$ cat src/hw/rtl/dsf_pkg.sv
// Shared types, constants and lookup functions for the decimating sample framer.
// Used by every module in hw/rtl; depends on nothing else.
package dsf_pkg;

   localparam int SAMPLES_PER_FRAME = 10;
   localparam int SAMPLE_W = 24;
   localparam int SUM_W = 32;
   localparam int CNT_W = 4;
   localparam int FILL_W = 4;
   localparam int FN_W = 16;
   localparam int AUX_W = 48;
   localparam int WORD_W = 32;
   localparam int BCNT_W = 3;
   localparam int ITEM_CNT_W = 4;
   localparam int CSR_INDEX_W = 3;
   localparam int CSR_DATA_W = 2;

   localparam logic [7:0] MARK_START = 8'hAA;
   localparam logic [7:0] MARK_STOP = 8'h55;
   localparam logic [ITEM_CNT_W-1:0] LAST_ITEM = ITEM_CNT_W'(SAMPLES_PER_FRAME - 1);

   typedef logic [1:0] div_sel_type;
   localparam div_sel_type SEL_DIV1 = 2'd0;
   localparam div_sel_type SEL_DIV2 = 2'd1;
   localparam div_sel_type SEL_DIV5 = 2'd2;
   localparam div_sel_type SEL_DIV10 = 2'd3;

   typedef logic [CSR_INDEX_W-1:0] csr_index_type;
   localparam csr_index_type CSR_CH0_DIV = 3'd0;
   localparam csr_index_type CSR_CH1_DIV = 3'd1;
   localparam csr_index_type CSR_ADC_PRESENT = 3'd2;
   localparam csr_index_type CSR_ACC_PRESENT = 3'd3;
   localparam csr_index_type CSR_RECORDING = 3'd4;

   typedef logic [SAMPLES_PER_FRAME-1:0][SAMPLE_W-1:0] slot_array_type;

   typedef struct packed {
      div_sel_type ch0_div;
      div_sel_type ch1_div;
      logic        adc_present;
      logic        acc_present;
      logic        recording;
   } cfg_type;

   typedef struct packed {
      logic signed [SAMPLE_W-1:0] ch0_sample;
      logic signed [SAMPLE_W-1:0] ch1_sample;
      logic [15:0]                adc_word;
      logic [15:0]                acc_x;
      logic [15:0]                acc_y;
      logic [15:0]                acc_z;
   } req_payload_type;

   typedef struct packed {
      logic [WORD_W-1:0] frame_word;
      logic [BCNT_W-1:0] byte_count;
      logic              last_of_frame;
   } rsp_payload_type;

   // Three or four frame bytes handed from the framer to the packer.
   typedef struct packed {
      logic              valid;
      logic              last;
      logic [BCNT_W-1:0] len;
      logic [WORD_W-1:0] data;
   } piece_type;

   function automatic logic [CNT_W-1:0] div_count(div_sel_type sel);
      logic [CNT_W-1:0] r;
      unique case (sel)
         SEL_DIV1: r = 4'd1;
         SEL_DIV2: r = 4'd2;
         SEL_DIV5: r = 4'd5;
         default: r = 4'd10;
      endcase
      return r;
   endfunction

   function automatic logic [2:0] div_shift(div_sel_type sel);
      logic [2:0] r;
      unique case (sel)
         SEL_DIV1: r = 3'd0;
         SEL_DIV2: r = 3'd1;
         SEL_DIV5: r = 3'd3;
         default: r = 3'd4;
      endcase
      return r;
   endfunction

   function automatic logic [FILL_W-1:0] slot_count(div_sel_type sel);
      logic [FILL_W-1:0] r;
      unique case (sel)
         SEL_DIV1: r = 4'd10;
         SEL_DIV2: r = 4'd5;
         SEL_DIV5: r = 4'd2;
         default: r = 4'd1;
      endcase
      return r;
   endfunction

endpackage

$ cat src/hw/rtl/decimating_sample_framer_top.sv
// Top level of the decimating sample framer: configuration registers, item counter, lanes,
// framer and packer. Depends on dsf_pkg, dsf_lane, dsf_framer and dsf_packer.
//
// Each req word carries one 24-bit sample per converter channel and four auxiliary words.
// Two lanes accumulate and decimate their channel by 1, 2, 5 or 10 and keep up to ten averages.
// Every tenth word closes a frame: when recording is set, the framer copies both lanes and
// the frame goes out on rsp as 4-byte little-endian words, the last one flagged, the partial
// final word carrying its byte count. Frames hold 13 + 3 * (slots0 + slots1) bytes, at most
// 73 bytes or 19 words.
// A req word is taken in every cycle, except that the tenth word of a frame waits while the
// previous frame is still being sequenced. The framer hands out one piece of up to four bytes
// per cycle while the packer can take it; the first rsp word of a frame passes through the
// go flag, the framer's head state, the packer buffer and the output register. When rsp_ready
// is low the packer holds its word and stops taking pieces once its seven-byte buffer is full,
// which in turn may hold the tenth req word of the next frame.
// Synchronous reset clears the counters, sums, frame number and registers; stored averages
// are not cleared. CSR writes take effect at once and belong in idle periods.
module decimating_sample_framer_top (
   input  logic                                  clock,
   input  logic                                  reset,
   input  logic                                  req_valid,
   output logic                                  req_ready,
   input  dsf_pkg::req_payload_type              req_payload,
   output logic                                  rsp_valid,
   input  logic                                  rsp_ready,
   output dsf_pkg::rsp_payload_type              rsp_payload,
   input  logic                                  csr_we,
   input  dsf_pkg::csr_index_type                csr_index,
   input  logic [dsf_pkg::CSR_DATA_W-1:0]        csr_wdata
);
   import dsf_pkg::*;

   cfg_type                 cfg_ff, cfg_in;
   logic [ITEM_CNT_W-1:0]   item_cnt_ff, item_cnt_in;
   logic                    accept, frame_done, busy, piece_ready;
   piece_type               piece;
   slot_array_type          lane0_slots, lane1_slots;

   always_comb begin
      cfg_in = cfg_ff;
      if (csr_we) begin
         unique case (csr_index)
            CSR_CH0_DIV: cfg_in.ch0_div = csr_wdata;
            CSR_CH1_DIV: cfg_in.ch1_div = csr_wdata;
            CSR_ADC_PRESENT: cfg_in.adc_present = csr_wdata[0];
            CSR_ACC_PRESENT: cfg_in.acc_present = csr_wdata[0];
            CSR_RECORDING: cfg_in.recording = csr_wdata[0];
            default: cfg_in = cfg_ff;
         endcase
      end
      req_ready = !((item_cnt_ff == LAST_ITEM) && busy);
      accept = req_valid && req_ready;
      frame_done = accept && (item_cnt_ff == LAST_ITEM);
      item_cnt_in = item_cnt_ff;
      if (accept) begin
         item_cnt_in = frame_done ? '0 : item_cnt_ff + ITEM_CNT_W'(1);
      end
   end

   always_ff @(posedge clock) begin
      if (reset) begin
         cfg_ff <= '0;
         item_cnt_ff <= '0;
      end else begin
         cfg_ff <= cfg_in;
         item_cnt_ff <= item_cnt_in;
      end
   end

   dsf_lane u_lane0 (
      .clock     (clock),
      .reset     (reset),
      .accept    (accept),
      .frame_end (frame_done),
      .sel       (cfg_ff.ch0_div),
      .sample    (req_payload.ch0_sample),
      .slots     (lane0_slots)
   );

   dsf_lane u_lane1 (
      .clock     (clock),
      .reset     (reset),
      .accept    (accept),
      .frame_end (frame_done),
      .sel       (cfg_ff.ch1_div),
      .sample    (req_payload.ch1_sample),
      .slots     (lane1_slots)
   );

   dsf_framer u_framer (
      .clock       (clock),
      .reset       (reset),
      .cfg         (cfg_ff),
      .frame_done  (frame_done),
      .req_payload (req_payload),
      .lane0_slots (lane0_slots),
      .lane1_slots (lane1_slots),
      .piece       (piece),
      .piece_ready (piece_ready),
      .busy        (busy)
   );

   dsf_packer u_packer (
      .clock       (clock),
      .reset       (reset),
      .piece       (piece),
      .piece_ready (piece_ready),
      .rsp_valid   (rsp_valid),
      .rsp_ready   (rsp_ready),
      .rsp_payload (rsp_payload)
   );

   // Only the final word of a frame may be partial.
   assert property (@(posedge clock) disable iff (reset)
      rsp_valid |-> (rsp_payload.byte_count != 3'd0) &&
                    (rsp_payload.last_of_frame || (rsp_payload.byte_count == 3'd4)))
      else $error("partial rsp word before end of frame");

   // The input stalls only on the word that closes a frame.
   assert property (@(posedge clock) disable iff (reset)
      !req_ready |-> (item_cnt_ff == LAST_ITEM))
      else $error("req stalled outside frame boundary");

   // A frame closes only while the framer is free.
   assert property (@(posedge clock) disable iff (reset)
      frame_done |-> !busy)
      else $error("frame closed while framer busy");

   assert property (@(posedge clock) reset |=> !rsp_valid)
      else $error("rsp valid after reset");

endmodule

$ cat src/hw/rtl/dsf_lane.sv
// One converter channel: accumulates samples, decimates and stores the averages of a frame.
// Depends on dsf_pkg.
module dsf_lane (
   input  logic                               clock,
   input  logic                               reset,
   input  logic                               accept,
   input  logic                               frame_end,
   input  dsf_pkg::div_sel_type               sel,
   input  logic signed [dsf_pkg::SAMPLE_W-1:0] sample,
   output dsf_pkg::slot_array_type            slots
);
   import dsf_pkg::*;

   logic [SUM_W-1:0]        sum_ff, sum_in, sum_next;
   logic [CNT_W-1:0]        cnt_ff, cnt_in, cnt_next;
   logic [FILL_W-1:0]       fill_ff, fill_in;
   slot_array_type          store_ff, store_in;
   logic signed [SUM_W-1:0] shifted;
   logic                    done;

   always_comb begin
      sum_next = sum_ff + {{(SUM_W - SAMPLE_W){sample[SAMPLE_W-1]}}, sample};
      cnt_next = cnt_ff + CNT_W'(1);
      done = cnt_next >= div_count(sel);
      shifted = $signed(sum_next) >>> div_shift(sel);
      sum_in = sum_ff;
      cnt_in = cnt_ff;
      fill_in = fill_ff;
      store_in = store_ff;
      if (accept) begin
         if (done) begin
            sum_in = '0;
            cnt_in = '0;
            if (fill_ff < FILL_W'(SAMPLES_PER_FRAME)) begin
               store_in[fill_ff] = shifted[SAMPLE_W-1:0];
               fill_in = fill_ff + FILL_W'(1);
            end
         end else begin
            sum_in = sum_next;
            cnt_in = cnt_next;
         end
         if (frame_end) begin
            fill_in = '0;
         end
      end
   end

   always_ff @(posedge clock) begin
      if (reset) begin
         sum_ff <= '0;
         cnt_ff <= '0;
         fill_ff <= '0;
      end else begin
         sum_ff <= sum_in;
         cnt_ff <= cnt_in;
         fill_ff <= fill_in;
      end
   end

   always_ff @(posedge clock) begin
      store_ff <= store_in;
   end

   assign slots = store_ff;

endmodule

$ cat src/hw/rtl/dsf_packer.sv
// Byte packer and output register: gathers frame bytes into 4-byte little-endian words.
// Depends on dsf_pkg.
module dsf_packer (
   input  logic                     clock,
   input  logic                     reset,
   input  dsf_pkg::piece_type       piece,
   output logic                     piece_ready,
   output logic                     rsp_valid,
   input  logic                     rsp_ready,
   output dsf_pkg::rsp_payload_type rsp_payload
);
   import dsf_pkg::*;

   localparam int BUF_BYTES = 7;
   localparam int BUF_W = 8 * BUF_BYTES;

   logic [BUF_W-1:0] buf_ff, buf_in;
   logic [2:0]       cnt_ff, cnt_in, emit_n, rem;
   logic             end_ff, end_in;
   logic             rsp_valid_ff, rsp_valid_in;
   rsp_payload_type  rsp_ff, rsp_in;
   logic             out_free, can_emit, is_last;
   logic [3:0]       fill_sum;

   always_comb begin
      out_free = !rsp_valid_ff || rsp_ready;
      can_emit = out_free && ((cnt_ff >= 3'd4) || (end_ff && (cnt_ff != 3'd0)));
      is_last = end_ff && (cnt_ff <= 3'd4);
      emit_n = 3'd0;
      if (can_emit) begin
         emit_n = (cnt_ff >= 3'd4) ? 3'd4 : cnt_ff;
      end
      rem = cnt_ff - emit_n;
      fill_sum = {1'b0, rem} + {1'b0, piece.len};
      piece_ready = !end_ff && (fill_sum <= 4'(BUF_BYTES));
      buf_in = buf_ff >> {emit_n, 3'b000};
      cnt_in = rem;
      end_in = end_ff;
      if (piece.valid && piece_ready) begin
         buf_in = buf_in | (BUF_W'(piece.data) << {rem, 3'b000});
         cnt_in = fill_sum[2:0];
         end_in = piece.last;
      end else if (can_emit && is_last) begin
         end_in = 1'b0;
      end
      rsp_in = rsp_ff;
      rsp_valid_in = rsp_valid_ff && !rsp_ready;
      if (can_emit) begin
         rsp_valid_in = 1'b1;
         rsp_in.frame_word = buf_ff[WORD_W-1:0];
         rsp_in.byte_count = emit_n;
         rsp_in.last_of_frame = is_last;
      end
   end

   always_ff @(posedge clock) begin
      if (reset) begin
         cnt_ff <= '0;
         end_ff <= 1'b0;
         rsp_valid_ff <= 1'b0;
         buf_ff <= '0;
      end else begin
         cnt_ff <= cnt_in;
         end_ff <= end_in;
         rsp_valid_ff <= rsp_valid_in;
         buf_ff <= buf_in;
      end
   end

   always_ff @(posedge clock) begin
      rsp_ff <= rsp_in;
   end

   assign rsp_valid = rsp_valid_ff;
   assign rsp_payload = rsp_ff;

endmodule

$ cat src/hw/rtl/dsf_framer.sv
// Merging stage: snapshots both lanes after a recorded frame and sequences it into byte pieces.
// Depends on dsf_pkg.
module dsf_framer (
   input  logic                     clock,
   input  logic                     reset,
   input  dsf_pkg::cfg_type         cfg,
   input  logic                     frame_done,
   input  dsf_pkg::req_payload_type req_payload,
   input  dsf_pkg::slot_array_type  lane0_slots,
   input  dsf_pkg::slot_array_type  lane1_slots,
   output dsf_pkg::piece_type       piece,
   input  logic                     piece_ready,
   output logic                     busy
);
   import dsf_pkg::*;

   typedef enum logic [6:0] {
      ST_IDLE  = 7'b0000001,
      ST_HEAD  = 7'b0000010,
      ST_CH0   = 7'b0000100,
      ST_CH1   = 7'b0001000,
      ST_AUX_A = 7'b0010000,
      ST_AUX_B = 7'b0100000,
      ST_TAIL  = 7'b1000000
   } fstate_type;

   fstate_type        state_ff, state_in;
   logic              go_ff, go_in;
   logic [FN_W-1:0]   fn_ff, fn_in, head_fn_ff, head_fn_in;
   logic [AUX_W-1:0]  aux_ff, aux_in;
   logic [FILL_W-1:0] left0_ff, left0_in, left1_ff, left1_in;
   slot_array_type    fb0_ff, fb0_in, fb1_ff, fb1_in;

   always_comb begin
      go_in = frame_done && cfg.recording;
      fn_in = fn_ff;
      head_fn_in = head_fn_ff;
      aux_in = aux_ff;
      left0_in = left0_ff;
      left1_in = left1_ff;
      fb0_in = fb0_ff;
      fb1_in = fb1_ff;
      state_in = state_ff;
      piece = '0;

      if (frame_done) begin
         fn_in = fn_ff + FN_W'(1);
         head_fn_in = fn_ff;
         left0_in = slot_count(cfg.ch0_div);
         left1_in = slot_count(cfg.ch1_div);
         priority if (cfg.adc_present && cfg.acc_present) begin
            aux_in = {req_payload.acc_y, req_payload.acc_x, req_payload.adc_word};
         end else if (cfg.acc_present) begin
            aux_in = {req_payload.acc_z, req_payload.acc_y, req_payload.acc_x};
         end else if (cfg.adc_present) begin
            aux_in = {32'h0, req_payload.adc_word};
         end else begin
            aux_in = '0;
         end
      end

      unique case (state_ff)
         ST_IDLE: begin
            if (go_ff) begin
               fb0_in = lane0_slots;
               fb1_in = lane1_slots;
               state_in = ST_HEAD;
            end
         end
         ST_HEAD: begin
            piece = '{valid: 1'b1, last: 1'b0, len: 3'd4,
                      data: {head_fn_ff, MARK_START, MARK_START}};
            if (piece_ready) begin
               state_in = ST_CH0;
            end
         end
         ST_CH0: begin
            piece = '{valid: 1'b1, last: 1'b0, len: 3'd3, data: {8'h00, fb0_ff[0]}};
            if (piece_ready) begin
               fb0_in = {SAMPLE_W'(0), fb0_ff[SAMPLES_PER_FRAME-1:1]};
               left0_in = left0_ff - FILL_W'(1);
               if (left0_ff == FILL_W'(1)) begin
                  state_in = ST_CH1;
               end
            end
         end
         ST_CH1: begin
            piece = '{valid: 1'b1, last: 1'b0, len: 3'd3, data: {8'h00, fb1_ff[0]}};
            if (piece_ready) begin
               fb1_in = {SAMPLE_W'(0), fb1_ff[SAMPLES_PER_FRAME-1:1]};
               left1_in = left1_ff - FILL_W'(1);
               if (left1_ff == FILL_W'(1)) begin
                  state_in = ST_AUX_A;
               end
            end
         end
         ST_AUX_A: begin
            piece = '{valid: 1'b1, last: 1'b0, len: 3'd3, data: {8'h00, aux_ff[23:0]}};
            if (piece_ready) begin
               state_in = ST_AUX_B;
            end
         end
         ST_AUX_B: begin
            piece = '{valid: 1'b1, last: 1'b0, len: 3'd3, data: {8'h00, aux_ff[47:24]}};
            if (piece_ready) begin
               state_in = ST_TAIL;
            end
         end
         ST_TAIL: begin
            piece = '{valid: 1'b1, last: 1'b1, len: 3'd3,
                      data: {8'h00, MARK_STOP, 16'h0000}};
            if (piece_ready) begin
               state_in = ST_IDLE;
            end
         end
         default: begin
            state_in = ST_IDLE;
         end
      endcase

      busy = go_ff || (state_ff != ST_IDLE);
   end

   always_ff @(posedge clock) begin
      if (reset) begin
         state_ff <= ST_IDLE;
         go_ff <= 1'b0;
         fn_ff <= '0;
         left0_ff <= '0;
         left1_ff <= '0;
      end else begin
         state_ff <= state_in;
         go_ff <= go_in;
         fn_ff <= fn_in;
         left0_ff <= left0_in;
         left1_ff <= left1_in;
      end
   end

   always_ff @(posedge clock) begin
      head_fn_ff <= head_fn_in;
      aux_ff <= aux_in;
      fb0_ff <= fb0_in;
      fb1_ff <= fb1_in;
   end

endmodule

$ cat config.mk
export PLATFORM = sky130hd
export DESIGN_NAME = decimating_sample_framer_top
export DESIGN_NICKNAME = d
export VERILOG_FILES = /design/src/hw/rtl/dsf_pkg.sv /design/src/hw/rtl/decimating_sample_framer_top.sv /design/src/hw/rtl/dsf_lane.sv /design/src/hw/rtl/dsf_packer.sv /design/src/hw/rtl/dsf_framer.sv
export SDC_FILE = /design/constraint.sdc
export NUM_CORES = 2
export LEC_CHECK = 0
export BUFFER_PORTS_ARGS = -buffer_cell sky130_fd_sc_hd__buf_2
export CAP_MARGIN = 20
export CORE_MARGIN = 5
export CORE_UTILIZATION = 50
export CTS_BUF_LIST = sky130_fd_sc_hd__clkbuf_2 sky130_fd_sc_hd__clkbuf_4 sky130_fd_sc_hd__clkbuf_8
export CTS_CLUSTER_DIAMETER = 50
export DETAILED_ROUTE_END_ITERATION = 12
export PLACE_DENSITY = 0.72
export SETUP_SLACK_MARGIN = 0.4
export SLEW_MARGIN = 0
export SYNTH_ARGS = -nofsm -noshare
export SYNTH_HDL_FRONTEND = slang
export SYNTH_HIERARCHICAL = 1
export SYNTH_SLANG_ARGS = --single-unit
$ cat constraint.sdc
create_clock -name clock -period 11 [get_ports clock]
set_input_delay 2.2 -clock clock [delete_from_list [all_inputs] [get_ports clock]]
set_output_delay 2.2 -clock clock [all_outputs]
set_load 0.01 [all_outputs]
==> out/results.txt <==
Vias: 34.3k
DP HPWL: 79500 um
Area used by sequential logic in the layout: 35500 um^2
Clock Pin Slew Worst Setup and Hold Paths: 60 ps
Final non-filler cell area: 61500 um^2
TritonCTS clock tree: yes
Register-to-register setup slack: 4640 ps
Final Worst Setup Slack: 3610 ps
Run status: completed
Number of standard-cell rows in the floorplan: 122
Maxcap violations: 0
Average wire length per cell after detail routing: 20.1 um
Cell with the most instances after synthesis: sky130_fd_sc_hd__edfxtp_1
Destination of the worst hold path: u_framer/head_fn_ff[15]$_DFFE_PP_
Hold Path Class: register to register
Leftover overflow at the end of global routing: 0
Yosys warning count: 6
Pin count of the biggest net entering global routing: 191
Clock latency at the later pin of the worst-skew pair: 860 ps
Max IR drop VDD: 0.000113 V
Final setup violation count: 0
Launching element type of the critical path: input pin
Post-synthesis to final-layout area growth: 11.2%
#FFs+latches synth: 1242
Final number of hold-violating endpoints: 0
Share of the synthesized area in the top cell type: 0.576
Share of the clock period used by the worst path after layout: 0.672
Number of instances on the worst hold path: 0
Sequential area share after synthesis: 0.642
Routed Antenna Nets: 0
Number of filler cells placed in the layout: 8939
Setup repair after global routing missed its margin: no
Remaining max-slew budget at the tightest pin: 0.237
Total Neg Setup Slack: 0 ps
Overall power consumption: 9610 uW
Worst-case setup slack after placement: 2830 ps
Via density per instance: 5.60
Power per cell area: 156 nW/um^2
Core Util, Final: 0.558
Start-to-end type of the worst setup path: input pin to register
Least-Margin Pin Slew: 1140 ps
Gate count after technology mapping: 4264
Crit path required time: 11500 ps
Maximum single-stage delay on the critical path: 820 ps
Worst-case clock buffer depth: 3
Die outline width: 342 um
Area taken by multi-input logic gates: 18400 um^2
Min-Delay Startpoint: u_framer/fn_ff[15]$_SDFFE_PP0P_
Net count after synthesis: 4488
Starting Density: 0.501
Residual DRC: 0
Static Leak: 0.0223 uW
Worst R2R End: u_framer/fb0_ff[180]$_DFFE_PP_
Tot GR Track Use: 0.207
Synth area leader: sky130_fd_sc_hd__edfxtp_1
DR iter-0 viols: 3302
CP max stage cell: sky130_fd_sc_hd__nand2_4
Total Routed Length: 123000 um
Mean cell area of the mapped netlist: 13.0 um^2
Cell type with the highest occurrence count on the critical path: sky130_fd_sc_hd__buf_4
Core Box Area: 110000 um^2
Post-CTS Hold Buffers: 0
Number of max-slew violations in the final report: 0
Predominant post-synthesis flop cell: sky130_fd_sc_hd__edfxtp_1
Reg2Reg Depth: 14
Ranking of synthesized cells by instance count: 1060 x sky130_fd_sc_hd__edfxtp_1, 814 x sky130_fd_sc_hd__nand2_1, 244 x sky130_fd_sc_hd__mux2_2, 200 x sky130_fd_sc_hd__nor2_1, 189 x sky130_fd_sc_hd__a21oi_1
Clock sink total: 1242
Final weighted congestion of routability-driven global placement: 0.916
Post-CTS setup repair buffer count: 0
FMAX: 135 MHz
R2r startpoint: u_packer/cnt_ff[0]$_SDFF_PP0_
Number of distinct library cells after synthesis: 101
Type of destination of the critical path: register
CTS HTree Levels: 4
Number of instances resized during post-cts repair: 0
Clock skew after layout: 52.8 ps
Net total in the final layout: 4691
Overall die height: 342 um
Number of buffer and inverter stages on the critical path: 6
Final critical delay including setup and external delays: 7390 ps
First-pass GRT wire length: 192000 um
Post-synth EDFFs: 1060
Share of async-settable or async-resettable flops after synthesis: 0
Placement Cell Area: 57400 um^2
Family with the most delay on the worst path: buffers and inverters
Largest fanout on the critical path: 70
Pre-Repair DR Iteration Count: 6
Number of antenna violations at the first check in global routing: 2
Top cells by area, synth: sky130_fd_sc_hd__edfxtp_1 58%, sky130_fd_sc_hd__dfxtp_1 6.6%, sky130_fd_sc_hd__nand2_1 5.5%
CP arrival: 7890 ps
Proportion of layout cells with a drive suffix above 1: 0.195
Critical path cell sequence: buf_2, nand2b_1, nand3_4, inv_2, ha_1, buf_4, clkinv_1, ha_1, a211o_1, a21boi_1, nor2_1, buf_4, nand3_1, nand2_4, buf_4
Clock root buffer master: sky130_fd_sc_hd__clkbuf_8
Vias in the first global route: 33.8k
Synthesized area: 55300 um^2
Number of ports placed on the die boundary: 160
Area enclosed by the die boundary: 117000 um^2
Inserted Clock Buffers: 198
Count of buffers inserted at the top-level ports: 159
routing by layer:
metal  wire, um  GRT usage
met4       2630     0.0605
met1      54800      0.293
met3       7630     0.0364
met5          0          0
met2      58200      0.333
area by class of cell:
class	count	area share
Antenna cell	4	0.000163
Clock buffer	271	0.0541
Sequential cell	1242	0.577
Clock inverter	97	0.0119
Inverter	63	0.00385
Multi-Input combinational cell	2732	0.300
Timing Repair Buffer	230	0.0226
Tap cell	1488	0.0303
worst register-to-register path, delay by kind of cell, from the launching register on:
| kind | cells | cell delay (ps) |
|---|---|---|
| and+or+nand+nor | 4 | 1900 |
| adders and majority gates | 2 | 560 |
| AOI/OAI and AO/OA | 2 | 560 |
| buffers and inverters | 6 | 2710 |
| DFF | 1 | 300 |
state kept, by name (all words and copies together), names as in the netlist, 7 cells and up:
register / cells
u_lane0/sum_ff: 31
u_framer/fn_ff: 16
u_framer/fb0_ff: 240
u_lane1/slots: 240
u_framer/head_fn_ff: 16
u_lane1/sum_ff: 31
cfg_ff: 7
u_lane0/slots: 240
u_packer/buf_ff: 56
u_framer/state_ff: 7
u_framer/fb1_ff: 240
u_framer/aux_ff: 48
u_packer/rsp_payload: 36
power breakdown:
part / total [uW] / switching, uW / internal (uW)
combinational: 463 / 308 / 155
clock: 3960 / 1820 / 2140
sequential: 5190 / 16.4 / 5170
metrics by stage:
step | cells | hold slack, ps
6_report | 6127 | 420
5_1_grt | 6126 | 450
4_1_cts | 6117 | 433
3_5_place_dp | 5749 | 420
3_3_place_gp | 5748 | 419
2_1_floorplan | 4264 | 408
how the worst max path moves through the flow:
stage                         start                                 end  slack [ps]  cells past startpoint
final                     rsp_ready      u_framer/fb0_ff[180]$_DFFE_PP_        3610                     15
after global routing      rsp_ready      u_framer/fb0_ff[202]$_DFFE_PP_        3300                     15
after CTS                 rsp_ready      u_framer/fb0_ff[177]$_DFFE_PP_        3750                     15
after detailed placement  rsp_ready      u_framer/fb0_ff[208]$_DFFE_PP_        2830                     15
after global placement    rsp_ready  u_framer/fb0_ff[229]$_SDFFCE_PN0P_        3000                     15
after floorplan           rsp_ready        u_framer/fb1_ff[0]$_DFFE_PP_         590                     14
cells in the final DEF, fill, tap and decap left out, drive strengths merged, types with 36 or more instances in the layout:
master  count
edfxtp   1060
nand2     814
clkbuf    274
mux2      267
buf       227
nor2      203
a21oi     192
dfxtp     182
mux2i     118
nor2b     116
o21ai     115
ha         98
clkinv     79
inv        67
nand3      63
and2       55
a22oi      52
nor3       45
xnor2      39
nand2b     39
a21o       38
mux4       38
xor2       36
cell families (layout without fill, tap and decap cells):
kind of cell | Yosys count | in the layout | share of synthesized area
AND/OR/NAND/NOR | 1458 | 1458 | 0.121
flip-flops | 1242 | 1242 | 0.642
AO/OA/AOI/OAI | 674 | 674 | 0.0838
multiplexers | 423 | 423 | 0.0914
buffers and inverters | 290 | 661 | 0.0254
adder cells (fa/ha/maj) | 102 | 102 | 0.0236
XOR/XNOR | 75 | 75 | 0.0124
other | 0 | 4 | 0
(Power assumes the default switching activity.)
